File: config.mk
export PLATFORM = sky130hd
export DESIGN_NAME = decimal_length_prefix_deframer
export DESIGN_NICKNAME = d
export VERILOG_FILES = /design/src/design/dlpd_pkg.sv /design/src/design/dlpd_ctrl.sv /design/src/design/dlpd_dp.sv /design/src/design/decimal_length_prefix_deframer.sv
export SDC_FILE = /design/constraint.sdc
export NUM_CORES = 1
export LEC_CHECK = 0
export ABC_AREA = 1
export BUFFER_PORTS_ARGS = -buffer_cell sky130_fd_sc_hd__buf_4
export CAP_MARGIN = 40
export CELL_PAD_IN_SITES_DETAIL_PLACEMENT = 1
export CELL_PAD_IN_SITES_GLOBAL_PLACEMENT = 2
export CORE_ASPECT_RATIO = 0.9
export CORE_MARGIN = 3
export CORE_UTILIZATION = 42
export CTS_BUF_LIST = sky130_fd_sc_hd__clkbuf_8
export DETAILED_ROUTE_END_ITERATION = 7
export GPL_TIMING_DRIVEN = 0
export HOLD_SLACK_MARGIN = 0.02
export PLACE_DENSITY = 0.88
export SLEW_MARGIN = 20
export SYNTH_ARGS = -nofsm -noshare
export SYNTH_HDL_FRONTEND = slang
export SYNTH_SLANG_ARGS = --single-unit
File: constraint.sdc
create_clock -name i_clk -period 8.85 [get_ports i_clk]
set_input_delay 1.77 -clock i_clk [delete_from_list [all_inputs] [get_ports i_clk]]
set_output_delay 1.77 -clock i_clk [all_outputs]
set_load 0.01 [all_outputs]
File: src/design/dlpd_pkg.sv
// Package for the decimal length-prefix deframer.
// Holds the controller states, command and status structs and the fixed constants.
// Used by dlpd_ctrl, dlpd_dp and decimal_length_prefix_deframer.
`default_nettype none

package dlpd_pkg;

    // Configuration port
    localparam int CFG_IDX_W  = 3;
    localparam int CFG_DATA_W = 64;
    localparam int LIMIT_W    = 64;

    localparam logic [CFG_IDX_W-1:0] REG_SEPARATOR  = 3'd0;
    localparam logic [CFG_IDX_W-1:0] REG_INCL_PFX   = 3'd1;
    localparam logic [CFG_IDX_W-1:0] REG_MAX_EN     = 3'd2;
    localparam logic [CFG_IDX_W-1:0] REG_MAX_LEN    = 3'd3;
    localparam logic [CFG_IDX_W-1:0] REG_BUF_LIMIT  = 3'd4;

    localparam logic [7:0]         SEPARATOR_RST = 8'd58;
    localparam logic [LIMIT_W-1:0] BUF_LIMIT_RST = '1;

    // Character codes
    localparam logic [7:0] CH_ZERO = 8'h30;
    localparam logic [7:0] CH_NINE = 8'h39;

    typedef enum logic [2:0] {
        ERR_NONE       = 3'd0,
        ERR_BAD_DIGIT  = 3'd1,
        ERR_TOO_LONG   = 3'd2,
        ERR_OVERFLOW   = 3'd3,
        ERR_EMPTY_LEN  = 3'd4,
        ERR_LEAD_ZERO  = 3'd5,
        ERR_OVER_MAX   = 3'd6,
        ERR_OVER_BUF   = 3'd7
    } t_err;

    typedef enum logic [2:0] {
        ST_LENGTH,
        ST_CHECK,
        ST_REPLAY,
        ST_SEP,
        ST_PAYLOAD,
        ST_HALT
    } t_state;

    // Source of the byte loaded into the output register
    typedef enum logic [2:0] {
        OUT_IN_BYTE,
        OUT_STORED,
        OUT_SEPARATOR,
        OUT_ERROR,
        OUT_EMPTY
    } t_out_sel;

    typedef struct packed {
        logic     digit_take;   // shift a digit into the accumulator and the store
        logic     frame_clear;  // clear accumulator, digit count and leading-zero flag
        logic     rem_load;     // remaining payload takes the accumulated length
        logic     rem_dec;
        logic     rd_start;
        logic     rd_next;
        logic     out_load;
        t_out_sel out_sel;
        logic     out_last;
        t_err     out_err;
    } t_cmd;

    typedef struct packed {
        logic slot_free;
        logic is_sep;
        logic is_digit;
        logic count_full;
        logic overflow;
        logic err_empty;
        logic err_lead;
        logic err_max;
        logic err_buf;
        logic incl_prefix;
        logic len_zero;
        logic rd_last;
        logic rem_one;
    } t_status;

endpackage

`default_nettype wire

File: src/design/dlpd_ctrl.sv
// Controller of the decimal length-prefix deframer: frame state machine.
// Issues commands to dlpd_dp from its status; depends on dlpd_pkg.
`default_nettype none

module dlpd_ctrl
    import dlpd_pkg::*;
(
    input  wire logic    i_clk,
    input  wire logic    i_rst_n,
    input  wire logic    i_s_tvalid,
    output logic         o_s_tready,
    input  wire t_status i_status,
    output t_cmd         o_cmd
);

    t_state r_state;
    t_state n_state;
    logic   w_take;

    always_ff @(posedge i_clk) begin
        if (!i_rst_n) begin
            r_state <= ST_LENGTH;
        end else begin
            r_state <= n_state;
        end
    end

    always_comb begin
        case (r_state)
            ST_LENGTH, ST_PAYLOAD: o_s_tready = i_status.slot_free;
            ST_HALT:               o_s_tready = 1'b1;
            default:               o_s_tready = 1'b0;
        endcase
    end

    assign w_take = i_s_tvalid & o_s_tready;

    // Next state
    always_comb begin
        n_state = r_state;
        case (r_state)
            ST_LENGTH: begin
                if (w_take) begin
                    if (i_status.is_sep) begin
                        n_state = ST_CHECK;
                    end else if (!i_status.is_digit || i_status.count_full
                                 || i_status.overflow) begin
                        n_state = ST_HALT;
                    end
                end
            end
            ST_CHECK: begin
                if (i_status.slot_free) begin
                    if (i_status.err_empty || i_status.err_lead || i_status.err_max
                        || i_status.err_buf) begin
                        n_state = ST_HALT;
                    end else if (i_status.incl_prefix) begin
                        n_state = ST_REPLAY;
                    end else if (i_status.len_zero) begin
                        n_state = ST_LENGTH;
                    end else begin
                        n_state = ST_PAYLOAD;
                    end
                end
            end
            ST_REPLAY: begin
                if (i_status.slot_free && i_status.rd_last) begin
                    n_state = ST_SEP;
                end
            end
            ST_SEP: begin
                if (i_status.slot_free) begin
                    n_state = i_status.len_zero ? ST_LENGTH : ST_PAYLOAD;
                end
            end
            ST_PAYLOAD: begin
                if (w_take && i_status.rem_one) begin
                    n_state = ST_LENGTH;
                end
            end
            ST_HALT: n_state = ST_HALT;
            default: n_state = ST_HALT;
        endcase
    end

    // Commands
    always_comb begin
        o_cmd = '{
            digit_take:  1'b0,
            frame_clear: 1'b0,
            rem_load:    1'b0,
            rem_dec:     1'b0,
            rd_start:    1'b0,
            rd_next:     1'b0,
            out_load:    1'b0,
            out_sel:     OUT_ERROR,
            out_last:    1'b0,
            out_err:     ERR_NONE
        };
        case (r_state)
            ST_LENGTH: begin
                if (w_take && !i_status.is_sep) begin
                    if (!i_status.is_digit) begin
                        o_cmd.out_load = 1'b1;
                        o_cmd.out_err  = ERR_BAD_DIGIT;
                    end else if (i_status.count_full) begin
                        o_cmd.out_load = 1'b1;
                        o_cmd.out_err  = ERR_TOO_LONG;
                    end else if (i_status.overflow) begin
                        o_cmd.out_load = 1'b1;
                        o_cmd.out_err  = ERR_OVERFLOW;
                    end else begin
                        o_cmd.digit_take = 1'b1;
                    end
                end
            end
            ST_CHECK: begin
                if (i_status.slot_free) begin
                    if (i_status.err_empty) begin
                        o_cmd.out_load = 1'b1;
                        o_cmd.out_err  = ERR_EMPTY_LEN;
                    end else if (i_status.err_lead) begin
                        o_cmd.out_load = 1'b1;
                        o_cmd.out_err  = ERR_LEAD_ZERO;
                    end else if (i_status.err_max) begin
                        o_cmd.out_load = 1'b1;
                        o_cmd.out_err  = ERR_OVER_MAX;
                    end else if (i_status.err_buf) begin
                        o_cmd.out_load = 1'b1;
                        o_cmd.out_err  = ERR_OVER_BUF;
                    end else if (i_status.incl_prefix) begin
                        o_cmd.rd_start = 1'b1;
                    end else if (i_status.len_zero) begin
                        o_cmd.out_load    = 1'b1;
                        o_cmd.out_sel     = OUT_EMPTY;
                        o_cmd.out_last    = 1'b1;
                        o_cmd.frame_clear = 1'b1;
                    end else begin
                        o_cmd.rem_load    = 1'b1;
                        o_cmd.frame_clear = 1'b1;
                    end
                end
            end
            ST_REPLAY: begin
                if (i_status.slot_free) begin
                    o_cmd.out_load = 1'b1;
                    o_cmd.out_sel  = OUT_STORED;
                    o_cmd.rd_next  = 1'b1;
                end
            end
            ST_SEP: begin
                if (i_status.slot_free) begin
                    o_cmd.out_load    = 1'b1;
                    o_cmd.out_sel     = OUT_SEPARATOR;
                    o_cmd.out_last    = i_status.len_zero;
                    o_cmd.frame_clear = 1'b1;
                    o_cmd.rem_load    = !i_status.len_zero;
                end
            end
            ST_PAYLOAD: begin
                if (w_take) begin
                    o_cmd.out_load = 1'b1;
                    o_cmd.out_sel  = OUT_IN_BYTE;
                    o_cmd.out_last = i_status.rem_one;
                    o_cmd.rem_dec  = 1'b1;
                end
            end
            default: begin
            end
        endcase
    end

endmodule

`default_nettype wire

File: src/design/dlpd_dp.sv
// Datapath of the decimal length-prefix deframer: configuration registers, length
// accumulator, digit store, payload counter and output register. Depends on dlpd_pkg.
`default_nettype none

module dlpd_dp
    import dlpd_pkg::*;
#(
    parameter int MAX_DIGITS   = 20,
    parameter int LENGTH_WIDTH = 64
) (
    input  wire logic                  i_clk,
    input  wire logic                  i_rst_n,
    input  wire logic                  i_cfg_we,
    input  wire logic [CFG_IDX_W-1:0]  i_cfg_idx,
    input  wire logic [CFG_DATA_W-1:0] i_cfg_data,
    input  wire logic [7:0]            i_in_byte,
    input  wire logic                  i_m_tready,
    input  wire t_cmd                  i_cmd,
    output t_status                    o_status,
    output logic                       o_out_valid,
    output logic [7:0]                 o_out_byte,
    output logic                       o_out_last,
    output logic                       o_out_empty,
    output logic [2:0]                 o_out_err
);

    localparam int CW = $clog2(MAX_DIGITS + 1);
    localparam int IW = (MAX_DIGITS > 1) ? $clog2(MAX_DIGITS) : 1;
    localparam int PW = LENGTH_WIDTH + 4;

    // Configuration
    logic [7:0]         r_sep;
    logic               r_incl;
    logic               r_max_en;
    logic [LIMIT_W-1:0] r_max_len;
    logic [LIMIT_W-1:0] r_buf_limit;

    // Frame state
    logic [LENGTH_WIDTH-1:0] r_acc;
    logic [CW-1:0]           r_count;
    logic                    r_first_zero;
    logic [LENGTH_WIDTH-1:0] r_rem;

    logic [7:0]    r_store [MAX_DIGITS];
    logic [IW-1:0] r_rd_idx;
    logic [IW-1:0] w_rd_addr;
    logic [7:0]    r_rd_data;

    logic          r_out_valid;
    logic [7:0]    r_out_byte;
    logic          r_out_last;
    logic          r_out_empty;
    logic [2:0]    r_out_err;

    logic [3:0]         w_digit;
    logic               w_is_digit;
    logic [PW-1:0]      w_product;
    logic [LIMIT_W:0]   w_frame_total;
    logic               w_rd_last;
    logic [7:0]         w_out_byte;

    always_ff @(posedge i_clk) begin
        if (!i_rst_n) begin
            r_sep       <= SEPARATOR_RST;
            r_incl      <= 1'b0;
            r_max_en    <= 1'b0;
            r_max_len   <= '0;
            r_buf_limit <= BUF_LIMIT_RST;
        end else if (i_cfg_we) begin
            case (i_cfg_idx)
                REG_SEPARATOR: r_sep       <= i_cfg_data[7:0];
                REG_INCL_PFX:  r_incl      <= i_cfg_data[0];
                REG_MAX_EN:    r_max_en    <= i_cfg_data[0];
                REG_MAX_LEN:   r_max_len   <= i_cfg_data[LIMIT_W-1:0];
                REG_BUF_LIMIT: r_buf_limit <= i_cfg_data[LIMIT_W-1:0];
                default: begin
                end
            endcase
        end
    end

    always_comb begin
        w_is_digit = (i_in_byte inside {[CH_ZERO:CH_NINE]});
    end

    assign w_digit = 4'(i_in_byte - CH_ZERO);

    // acc * 10 + digit in four spare bits; any of them set means the length overflows.
    assign w_product = PW'({r_acc, 3'b000}) + PW'({r_acc, 1'b0}) + PW'(w_digit);

    // Whole frame: payload plus digits plus separator, one bit wider than the limit.
    assign w_frame_total = (LIMIT_W + 1)'(r_acc) + (LIMIT_W + 1)'(r_count)
                           + (LIMIT_W + 1)'(1);

    assign w_rd_last = ((CW + 1)'(r_rd_idx) + (CW + 1)'(1)) == (CW + 1)'(r_count);

    always_ff @(posedge i_clk) begin
        if (!i_rst_n) begin
            r_acc        <= '0;
            r_count      <= '0;
            r_first_zero <= 1'b0;
            r_rem        <= '0;
        end else begin
            if (i_cmd.digit_take) begin
                r_acc   <= w_product[LENGTH_WIDTH-1:0];
                r_count <= r_count + CW'(1);
                if (r_count == '0) begin
                    r_first_zero <= (w_digit == 4'd0);
                end
            end else if (i_cmd.frame_clear) begin
                r_acc        <= '0;
                r_count      <= '0;
                r_first_zero <= 1'b0;
            end
            if (i_cmd.rem_load) begin
                r_rem <= r_acc;
            end else if (i_cmd.rem_dec) begin
                r_rem <= r_rem - LENGTH_WIDTH'(1);
            end
        end
    end

    always_ff @(posedge i_clk) begin
        if (i_cmd.digit_take) begin
            r_store[r_count[IW-1:0]] <= i_in_byte;
        end
    end

    always_comb begin
        if (i_cmd.rd_start) begin
            w_rd_addr = '0;
        end else if (i_cmd.rd_next && !w_rd_last) begin
            w_rd_addr = r_rd_idx + IW'(1);
        end else begin
            w_rd_addr = r_rd_idx;
        end
    end

    always_ff @(posedge i_clk) begin
        if (!i_rst_n) begin
            r_rd_idx <= '0;
        end else begin
            r_rd_idx <= w_rd_addr;
        end
    end

    always_ff @(posedge i_clk) begin
        r_rd_data <= r_store[w_rd_addr];
    end

    always_comb begin
        case (i_cmd.out_sel)
            OUT_IN_BYTE:   w_out_byte = i_in_byte;
            OUT_STORED:    w_out_byte = r_rd_data;
            OUT_SEPARATOR: w_out_byte = r_sep;
            default:       w_out_byte = 8'd0;
        endcase
    end

    // Output register: a new result may load in the cycle the held one is taken.
    always_ff @(posedge i_clk) begin
        if (!i_rst_n) begin
            r_out_valid <= 1'b0;
        end else if (i_cmd.out_load) begin
            r_out_valid <= 1'b1;
        end else if (i_m_tready) begin
            r_out_valid <= 1'b0;
        end
    end

    always_ff @(posedge i_clk) begin
        if (i_cmd.out_load) begin
            r_out_byte  <= w_out_byte;
            r_out_last  <= i_cmd.out_last;
            r_out_empty <= (i_cmd.out_sel == OUT_EMPTY);
            r_out_err   <= i_cmd.out_err;
        end
    end

    always_comb begin
        o_status.slot_free   = !r_out_valid || i_m_tready;
        o_status.is_sep      = (i_in_byte == r_sep);
        o_status.is_digit    = w_is_digit;
        o_status.count_full  = (r_count == CW'(MAX_DIGITS));
        o_status.overflow    = |w_product[PW-1:LENGTH_WIDTH];
        o_status.err_empty   = (r_count == '0);
        o_status.err_lead    = (r_count > CW'(1)) && r_first_zero;
        o_status.err_max     = r_max_en && (LIMIT_W'(r_acc) > r_max_len);
        o_status.err_buf     = w_frame_total > {1'b0, r_buf_limit};
        o_status.incl_prefix = r_incl;
        o_status.len_zero    = (r_acc == '0);
        o_status.rd_last     = w_rd_last;
        o_status.rem_one     = (r_rem == LENGTH_WIDTH'(1));
    end

    assign o_out_valid = r_out_valid;
    assign o_out_byte  = r_out_byte;
    assign o_out_last  = r_out_last;
    assign o_out_empty = r_out_empty;
    assign o_out_err   = r_out_err;

endmodule

`default_nettype wire

File: src/design/decimal_length_prefix_deframer.sv
// Top level of the decimal length-prefix deframer: joins controller and datapath.
// Depends on dlpd_pkg, dlpd_ctrl and dlpd_dp.
//
//  Channel     Direction  Payload
//  s stream    in         tdata[7:0] in_byte
//  m stream    out        tdata[7:0] out_byte; tlast last_of_message;
//                         tuser[0] empty_message, tuser[3:1] error_code
//  cfg write   in         idx 0 separator, 1 include prefix, 2 max enable,
//                         3 max payload length, 4 buffer limit
//
// Length digits and payload bytes are taken at one per cycle while the output register
// has room. The frame checks follow the separator in the check state; with the prefix
// enabled the stored digits leave at one per cycle from the digit store as room allows,
// then the separator, with no input taken. Reset is synchronous, active low, and needs
// no clearing pass. Input is held off while the output register is full and not taken.
`default_nettype none

module decimal_length_prefix_deframer
    import dlpd_pkg::*;
#(
    parameter int MAX_DIGITS   = 20,
    parameter int LENGTH_WIDTH = 64
) (
    input  wire logic                  i_clk,
    input  wire logic                  i_rst_n,
    input  wire logic                  i_cfg_we,
    input  wire logic [CFG_IDX_W-1:0]  i_cfg_idx,
    input  wire logic [CFG_DATA_W-1:0] i_cfg_data,
    input  wire logic                  i_s_tvalid,
    output logic                       o_s_tready,
    input  wire logic [7:0]            i_s_tdata,   // [7:0] in_byte
    output logic                       o_m_tvalid,
    input  wire logic                  i_m_tready,
    output logic [7:0]                 o_m_tdata,   // [7:0] out_byte
    output logic                       o_m_tlast,
    output logic [3:0]                 o_m_tuser    // [0] empty_message, [3:1] error_code
);

    t_cmd    w_cmd;
    t_status w_status;
    logic    w_empty;
    logic [2:0] w_err;

    dlpd_ctrl u_ctrl (
        .i_clk      (i_clk),
        .i_rst_n    (i_rst_n),
        .i_s_tvalid (i_s_tvalid),
        .o_s_tready (o_s_tready),
        .i_status   (w_status),
        .o_cmd      (w_cmd)
    );

    dlpd_dp #(
        .MAX_DIGITS   (MAX_DIGITS),
        .LENGTH_WIDTH (LENGTH_WIDTH)
    ) u_dp (
        .i_clk       (i_clk),
        .i_rst_n     (i_rst_n),
        .i_cfg_we    (i_cfg_we),
        .i_cfg_idx   (i_cfg_idx),
        .i_cfg_data  (i_cfg_data),
        .i_in_byte   (i_s_tdata),
        .i_m_tready  (i_m_tready),
        .i_cmd       (w_cmd),
        .o_status    (w_status),
        .o_out_valid (o_m_tvalid),
        .o_out_byte  (o_m_tdata),
        .o_out_last  (o_m_tlast),
        .o_out_empty (w_empty),
        .o_out_err   (w_err)
    );

    assign o_m_tuser = {w_err, w_empty};

endmodule

`default_nettype wire
==> results of run 1 <==
==> stage by stage <==
step / utilization, % / instance area, um2 / setup TNS [ns] / power, mW / setup slack [ns]
2_1_floorplan: - / 30080 / 0 / 4.589 / 3.573
3_3_place_gp: 45.36 / 31960 / -13.13 / 5.466 / -0.4115
3_5_place_dp: 45.59 / 32120 / 0 / 5.510 / 0.1876
4_1_cts: 48.23 / 33980 / 0 / 7.783 / 0.1406
5_1_grt: 48.34 / 34050 / 0 / 8.269 / 0.1643
6_report: 48.34 / 34050 / 0 / 7.783 / 0.5621
==> final cells by class <==
| cell class | instances | area [um2] | share of cell area, % |
|---|---|---|---|
| Antenna cell | 2 | 5.005 | 0.01470 |
| Timing Repair Buffer | 113 | 897.1 | 2.634 |
| Tap cell | 940 | 1176 | 3.454 |
| Sequential cell | 462 | 10980 | 32.25 |
| Clock inverter | 56 | 415.4 | 1.220 |
| Clock buffer | 105 | 1445 | 4.244 |
| Multi-Input combinational cell | 2861 | 16380 | 48.10 |
| Inverter | 567 | 2128 | 6.250 |
| Buffer | 137 | 625.6 | 1.837 |
==> Yosys cell counts (all sizes together) (49+ instances only) <==
master	n
ha	267
dfxtp	289
nor2	373
or2	88
nor3	76
buf	49
nand2	786
nand4	60
inv	566
o211ai	75
nand3	270
a31oi	55
a21oi	326
xor2	84
o21ai	189
clkbuf	88
edfxtp	173
==> sequential cells by signal, summed over array words and instances, names as in the netlist <==
register / cells
u_dp.r_store: 160
u_dp.r_acc: 64
u_dp.r_buf_limit: 64
u_dp.r_max_len: 64
u_dp.r_rem: 64
u_dp.o_out_byte: 8
u_dp.r_rd_data: 8
u_dp.r_sep: 8
u_dp.r_count: 5
u_dp.r_rd_idx: 5
u_ctrl.r_state: 3
u_dp.o_out_err: 3
u_dp.o_out_empty: 1
u_dp.o_out_last: 1
u_dp.o_out_valid: 1
u_dp.r_first_zero: 1
u_dp.r_incl: 1
u_dp.r_max_en: 1
==> worst max-delay path, delay by kind of cell, from the launching register on <==
family,cells,cell delay [ns]
buf+inv,7,1.31
compound gates,3,0.72
fa+ha+maj,3,0.73
xor+xnor,1,0.16
simple gates,20,4.76
flops,1,0.44
==> logic make-up after synthesis <==
family                   Yosys count
XOR/XNOR                         121
flip-flops                       462
buffers and inverters            704
adder cells (fa/ha/maj)          270
AO/OA/AOI/OAI                    732
AND/OR/NAND/NOR                 1738
==> power groups by stage <==
stage	Sequential [mW]	Combinational [mW]	Clock, mW
3_3_place_gp	2.53	2.93	0
3_5_place_dp	2.54	2.97	0
2_1_floorplan	2.53	2.06	0
4_1_cts	2.50	2.99	2.29
5_1_grt	2.52	3.36	2.39
6_report	2.50	3.02	2.26
==> repair_timing <==
item,4_1_cts,5_1_grt
setup endpoints to repair,0,125
setup buffers,0,1
resized for setup,0,3
==> metal layers <==
metal / track usage, % / vias up / wire, um / share of wire [%]
met5: 1.053 / - / 17 / 0.015
met4: 10.34 / 2 / 3904 / 3.4
met3: 6.661 / 176 / 7804 / 6.8
met2: 46.69 / 724 / 49630 / 43
met1: 41.67 / 13960 / 53000 / 46
li1: - / 13960 / - / -
==> final timing paths <==
path / endpoint / slack (ns) / cells past startpoint
max: u_dp.r_rem[46]$_SDFFE_PN0P_ / 0.56 / 34
min: u_dp.r_max_len[0]$_SDFFE_PN0P_ / 0.45 / 2
max reg2reg: u_dp.r_rem[46]$_SDFFE_PN0P_ / 0.56 / 34
min reg2reg: u_dp.r_max_len[0]$_SDFFE_PN0P_ / 0.45 / 2
==> summary.md, run 1 <==
| Metric | Value |
|---|---|
| Critical-path top delay cell | nand4_1 |
| Initial antenna violation count | 3 |
| Register area share after synthesis | 36.50% |
| Reg-to-reg startpoint | u_dp.r_count[0]$_SDFFE_PN0P_ |
| Slew margin rel. | 44.54% |
| First-pass GRT wire length | 172900 um |
| Die X | 288.1 um |
| Clk Latency, worst-skew pair | 0.74 ns |
| Average size of a mapped cell | 7.471 um2 |
| Routed Antenna Nets | 0 |
| Crit path launch | u_dp.r_count[0]$_SDFFE_PN0P_ |
| Congestion Overflow GR | 0 |
| Hold wc startpoint | u_dp.r_max_len[0]$_SDFFE_PN0P_ |
| GRT Resource Usage Total | 30.25% |
| WHS | 0.4530 ns |
| Switching Share | 41.13% |
| Vias | 28820 |
| Post-CTS Hold Buffers | 0 |
| Most frequent CP cell | nand2_1 |
| Vias per cell | 5.496 |
| CTS tree | done |
| # fillers | 8960 |
| Crit path max fanout | 10 |
| Filler-free cell count of the finished design | 5243 |
| Pre-Repair DR Iteration Count | 5 |
| Clock transition at path regs | 0.06 ns |
| Worst vdd ir | 0.1338 mV |
| H-tree levels | 3 |
| Library cells used by synthesis | 63 |
| Root buffer cell | clkbuf_8 |
| Register bit count reported by yosys | 462 |
| Final setup vio count | 0 |
| Max Fclk | 0.1207 GHz |
| Wirelength per Cell | 21.81 um |
| Top_reg_cell synth | dfxtp_1 |
| Combinational family with the most area after synthesis | simple AND/OR/NAND/NOR gates |
| FFs w/ async S/R, synth | 0% |
| Crit Path Class | reg2reg |
| Synth Area in Simple Gates | 25.53% |
| Worst-Margin Slew | 0.8274 ns |
| Fin. max-slew vios | 0 |
| Min Tclk post-route | 8.288 ns |
| Setup crit end kind | flop |
| Starting Density | 42.70% |
| Combinational share of power | 38.8% |
| Min-Delay Path Class | reg2reg |
| Sequential Power Share | 32.1% |
| Status | complete, no violations |
| Share of cells above drive strength 1 | 9.928% |
| Final Cycle Share | 93.65% |
| CP startpoint kind | flop |
| Switching power total | 3.201 mW |
| RSZ-0062 raised after global routing | no |
| Clock sinks | 462 |
| Most frequent cells in the layout | nand2_1, inv_1, nor2_1 |
| DRC violations left | 0 |
| Final Hold Viols | 0 |
| Die Ht | 259.9 um |
| Synth area leader | dfxtp_1 |
| Crit-path max cell delay | 0.52 ns |
| Post-synth EDFFs | 173 |
| Final GP Congestion | 0.9225 |
| Placed insts | 5073 |
| Int Pwr | 4.582 mW |
| IO Count | 95 |
| Post-synthesis mux area share | 0% |
| Core Rows | 92 |
| Post-Syn Area | 30080 um2 |
| Yosys warns | 0 |
| Layout area overhead | 13.19% |
| Commonest non-fill, non-tap cell in the layout | nand2_1 |
| Share of total power in the clock network | 29.1% |
| Worst Path Required | 9.45 ns |
| Pwr/cell area | 228.6 nW/um2 |
| Max Root-Sink Buffers | 3 |
| Area of the core | 70450 um2 |
| Max_cap viols | 0 |
| Initial DRC Count | 1961 |
| Post-synthesis adder-cell area fraction | 11.30% |
| CTS buffer count | 87 |
| Post-Synth XOR/XNOR Area | 3.548% |
| Nets | 4579 |
| Leakage Power | 15.77 nW |
| Die area | 74880 um2 |
| Compound-cell area share of the yosys netlist | 13.98% |
| Clk_skew | 0.03031 ns |
| Vias in the first global route | 28840 |
| WL final | 114400 um |
| Synth area leaders | dfxtp_1, edfxtp_1, ha_1 |
| Mapped Cells | 4027 |
| Share of the synthesized area in the top cell type | 19.23% |
| Largest net degree at the start of global routing | 25 |
| Arrival @ worst endpoint | 8.89 ns |
| Placed wire-length estimate | 89280 um |
| Syn_nets | 4377 |
| PortBufs | 93 |
(Power assumes the default switching activity.)
==> run 2: changes to the inputs <==
Settings changed: GPL_TIMING_DRIVEN 0 to default.
==> summary.md, run 2 (synthesis results as in run 1) <==
| Metric | Value |
|---|---|
| Status | complete, no violations |
| Hold Crit Depth | 2 |
| Max Root-Sink Buffers | 3 |
| Reg-to-Reg End | u_dp.r_rd_data[5]$_DFF_P_ |
| Placed inst area | 31650 um2 |
| Critical-path top delay cell | nand2_1 |
| Largest net degree at the start of global routing | 83 |
| Sequential Power Share | 33.2% |
| Post-CTS Hold Buffers | 0 |
| Reg-to-reg startpoint | u_dp.r_count[0]$_SDFFE_PN0P_ |
| Clk Latency, worst-skew pair | 0.72 ns |
| R2R setup slack | 1.05 ns |
| Share of cells above drive strength 1 | 8.945% |
| GRT Resource Usage Total | 28.44% |
| Die area | 74880 um2 |
| Pwr/cell area | 225.8 nW/um2 |
| Post-Place Worst Slack | 1.292 ns |
| Layout area overhead | 11.24% |
| Multi-input combinational cell area | 16380 um2 |
| Core Rows | 92 |
| Routed Antenna Nets | 0 |
| CTS tree | done |
| Crit-path max cell delay | 0.54 ns |
| Switching Share | 40.06% |
| Slew margin rel. | 40.99% |
| Congestion Overflow GR | 0 |
| Largest register FFs | 160 |
| WHS | 0.4585 ns |
| Sequential Area | 10980 um2 |
| CTS buffer count | 85 |
| # fillers | 8843 |
| Final GP Congestion | 0.9495 |
| Pre-Repair DR Iteration Count | 5 |
| Post-CTS setup buffer count | 0 |
| Arrival @ worst endpoint | 8.46 ns |
| Switching power total | 3.027 mW |
| Wirelength per Cell | 21.00 um |
| Commonest non-fill, non-tap cell in the layout | nand2_1 |
| Final Cycle Share | 88.16% |
| Max_cap viols | 0 |
| Clock transition at path regs | 0.06 ns |
| Initial DRC Count | 1870 |
| Filler-free cell count of the finished design | 5111 |
| DRC violations left | 0 |
| Min Tclk post-route | 7.802 ns |
| Share of total power in the clock network | 28.7% |
| Crit Path Class | reg2reg |
| Vias per cell | 5.518 |
| Post-CTS resize count | 0 |
| Clock sinks | 462 |
| Vias | 28200 |
| Most frequent cells in the layout | nand2_1, inv_1, nor2_1 |
| Worst Path Required | 9.50 ns |
| Die X | 288.1 um |
| FF-to-FF path depth | 33 |
| Setup ws final | 1.048 ns |
| Final Util | 47.50% |
| Total power draw | 7.556 mW |
| Nets | 4451 |
| Int Pwr | 4.529 mW |
| Worst-Margin Slew | 0.8831 ns |
| Final Hold Viols | 0 |
| Final setup vio count | 0 |
| Worst Hold End | u_dp.r_max_len[36]$_SDFFE_PN0P_ |
| Final design area excluding fillers | 33460 um2 |
| Combinational share of power | 38.1% |
| Initial antenna violation count | 2 |
| WL final | 107300 um |
| PortBufs | 94 |
| Area of the core | 70450 um2 |
| IO Count | 95 |
| Setup crit end kind | flop |
| Clk_skew | 0.03384 ns |
| Placed wire-length estimate | 79980 um |
| Starting Density | 42.70% |
| Most frequent CP cell | nand2_1 |
| Hold wc startpoint | u_dp.r_max_len[36]$_SDFFE_PN0P_ |
| First-pass GRT wire length | 166700 um |
| Placed insts | 4951 |
| Worst vdd ir | 0.1231 mV |
| Fin. max-slew vios | 0 |
| Min-Delay Path Class | reg2reg |
| RSZ-0062 raised after global routing | no |
| Vias in the first global route | 28420 |
| Die Ht | 259.9 um |
| H-tree levels | 3 |
| Max Fclk | 0.1282 GHz |
| Root buffer cell | clkbuf_8 |
| Leakage Power | 15.53 nW |
| Crit path max fanout | 17 |
| CP startpoint kind | flop |
| Setup TNS | 0 ns |
==> run 2: cell types whose count changed in the layout (fill, tap and decap cells not counted), sizes merged, moves of 2 or more <==
| cell | previous run | this run |
|---|---|---|
| clkinv | 24 | 10 |
| buf | 159 | 121 |
| clkinvlp | 2 | 0 |
| clkbuf | 194 | 106 |
| inv | 594 | 605 |
==> run 2: worst max-delay path by stage <==
stage	to	depth (start not counted)	slack [ns]	startpoint
floorplan	u_dp.r_store[16][0]$_DFFE_PP_	23	3.57	i_s_tdata[3]
global placement	u_dp.r_rd_data[4]$_DFF_P_	35	1.35	u_dp.r_count[0]$_SDFFE_PN0P_
detailed placement	u_dp.r_rd_data[6]$_DFF_P_	36	1.29	u_dp.r_acc[0]$_SDFFE_PN0P_
CTS	u_dp.r_rd_data[5]$_DFF_P_	33	1.16	u_dp.r_acc[0]$_SDFFE_PN0P_
global route	u_dp.r_acc[27]$_SDFFE_PN0P_	32	0.59	u_dp.r_count[0]$_SDFFE_PN0P_
finish	u_dp.r_rd_data[5]$_DFF_P_	33	1.05	u_dp.r_count[0]$_SDFFE_PN0P_
==> run 2: layout make-up <==
type	count	area share (%)
multi-input combinational	2861	48.96
sequential	462	32.81
inverter	567	6.367
clock buffer	106	4.360
tap	940	3.515
timing repair buffer	124	3.010
clock inverter	50	0.9684
antenna	1	0.007478
==> run 2: critical path: cells and delay by family (launching register included) <==
kind | cells | cell delay (ns)
adder cells (fa/ha/maj) | 3 | 0.72
XOR/XNOR | 1 | 0.19
buffers and inverters | 4 | 0.63
AO/OA/AOI/OAI | 1 | 0.32
flip-flops | 1 | 0.41
AND/OR/NAND/NOR | 24 | 5.44
==> run 2: power by group through the flow <==
stage	clock network (mW)	registers (mW)	logic, mW
6_report	2.17	2.51	2.88
5_1_grt	2.32	2.52	3.23
4_1_cts	2.23	2.51	2.87
3_5_place_dp	0	2.55	2.84
3_3_place_gp	0	2.55	2.79
2_1_floorplan	0	2.53	2.06
==> run 2: metal layers <==
layer	routed length, um	part of all wire (%)	up-vias	GRT usage [%]
li1	-	-	13680	-
met1	51210	48	13690	40.15
met2	47800	45	660	45.20
met3	5068	4.7	178	3.742
met4	3221	3.0	2	8.708
met5	13	0.012	-	0
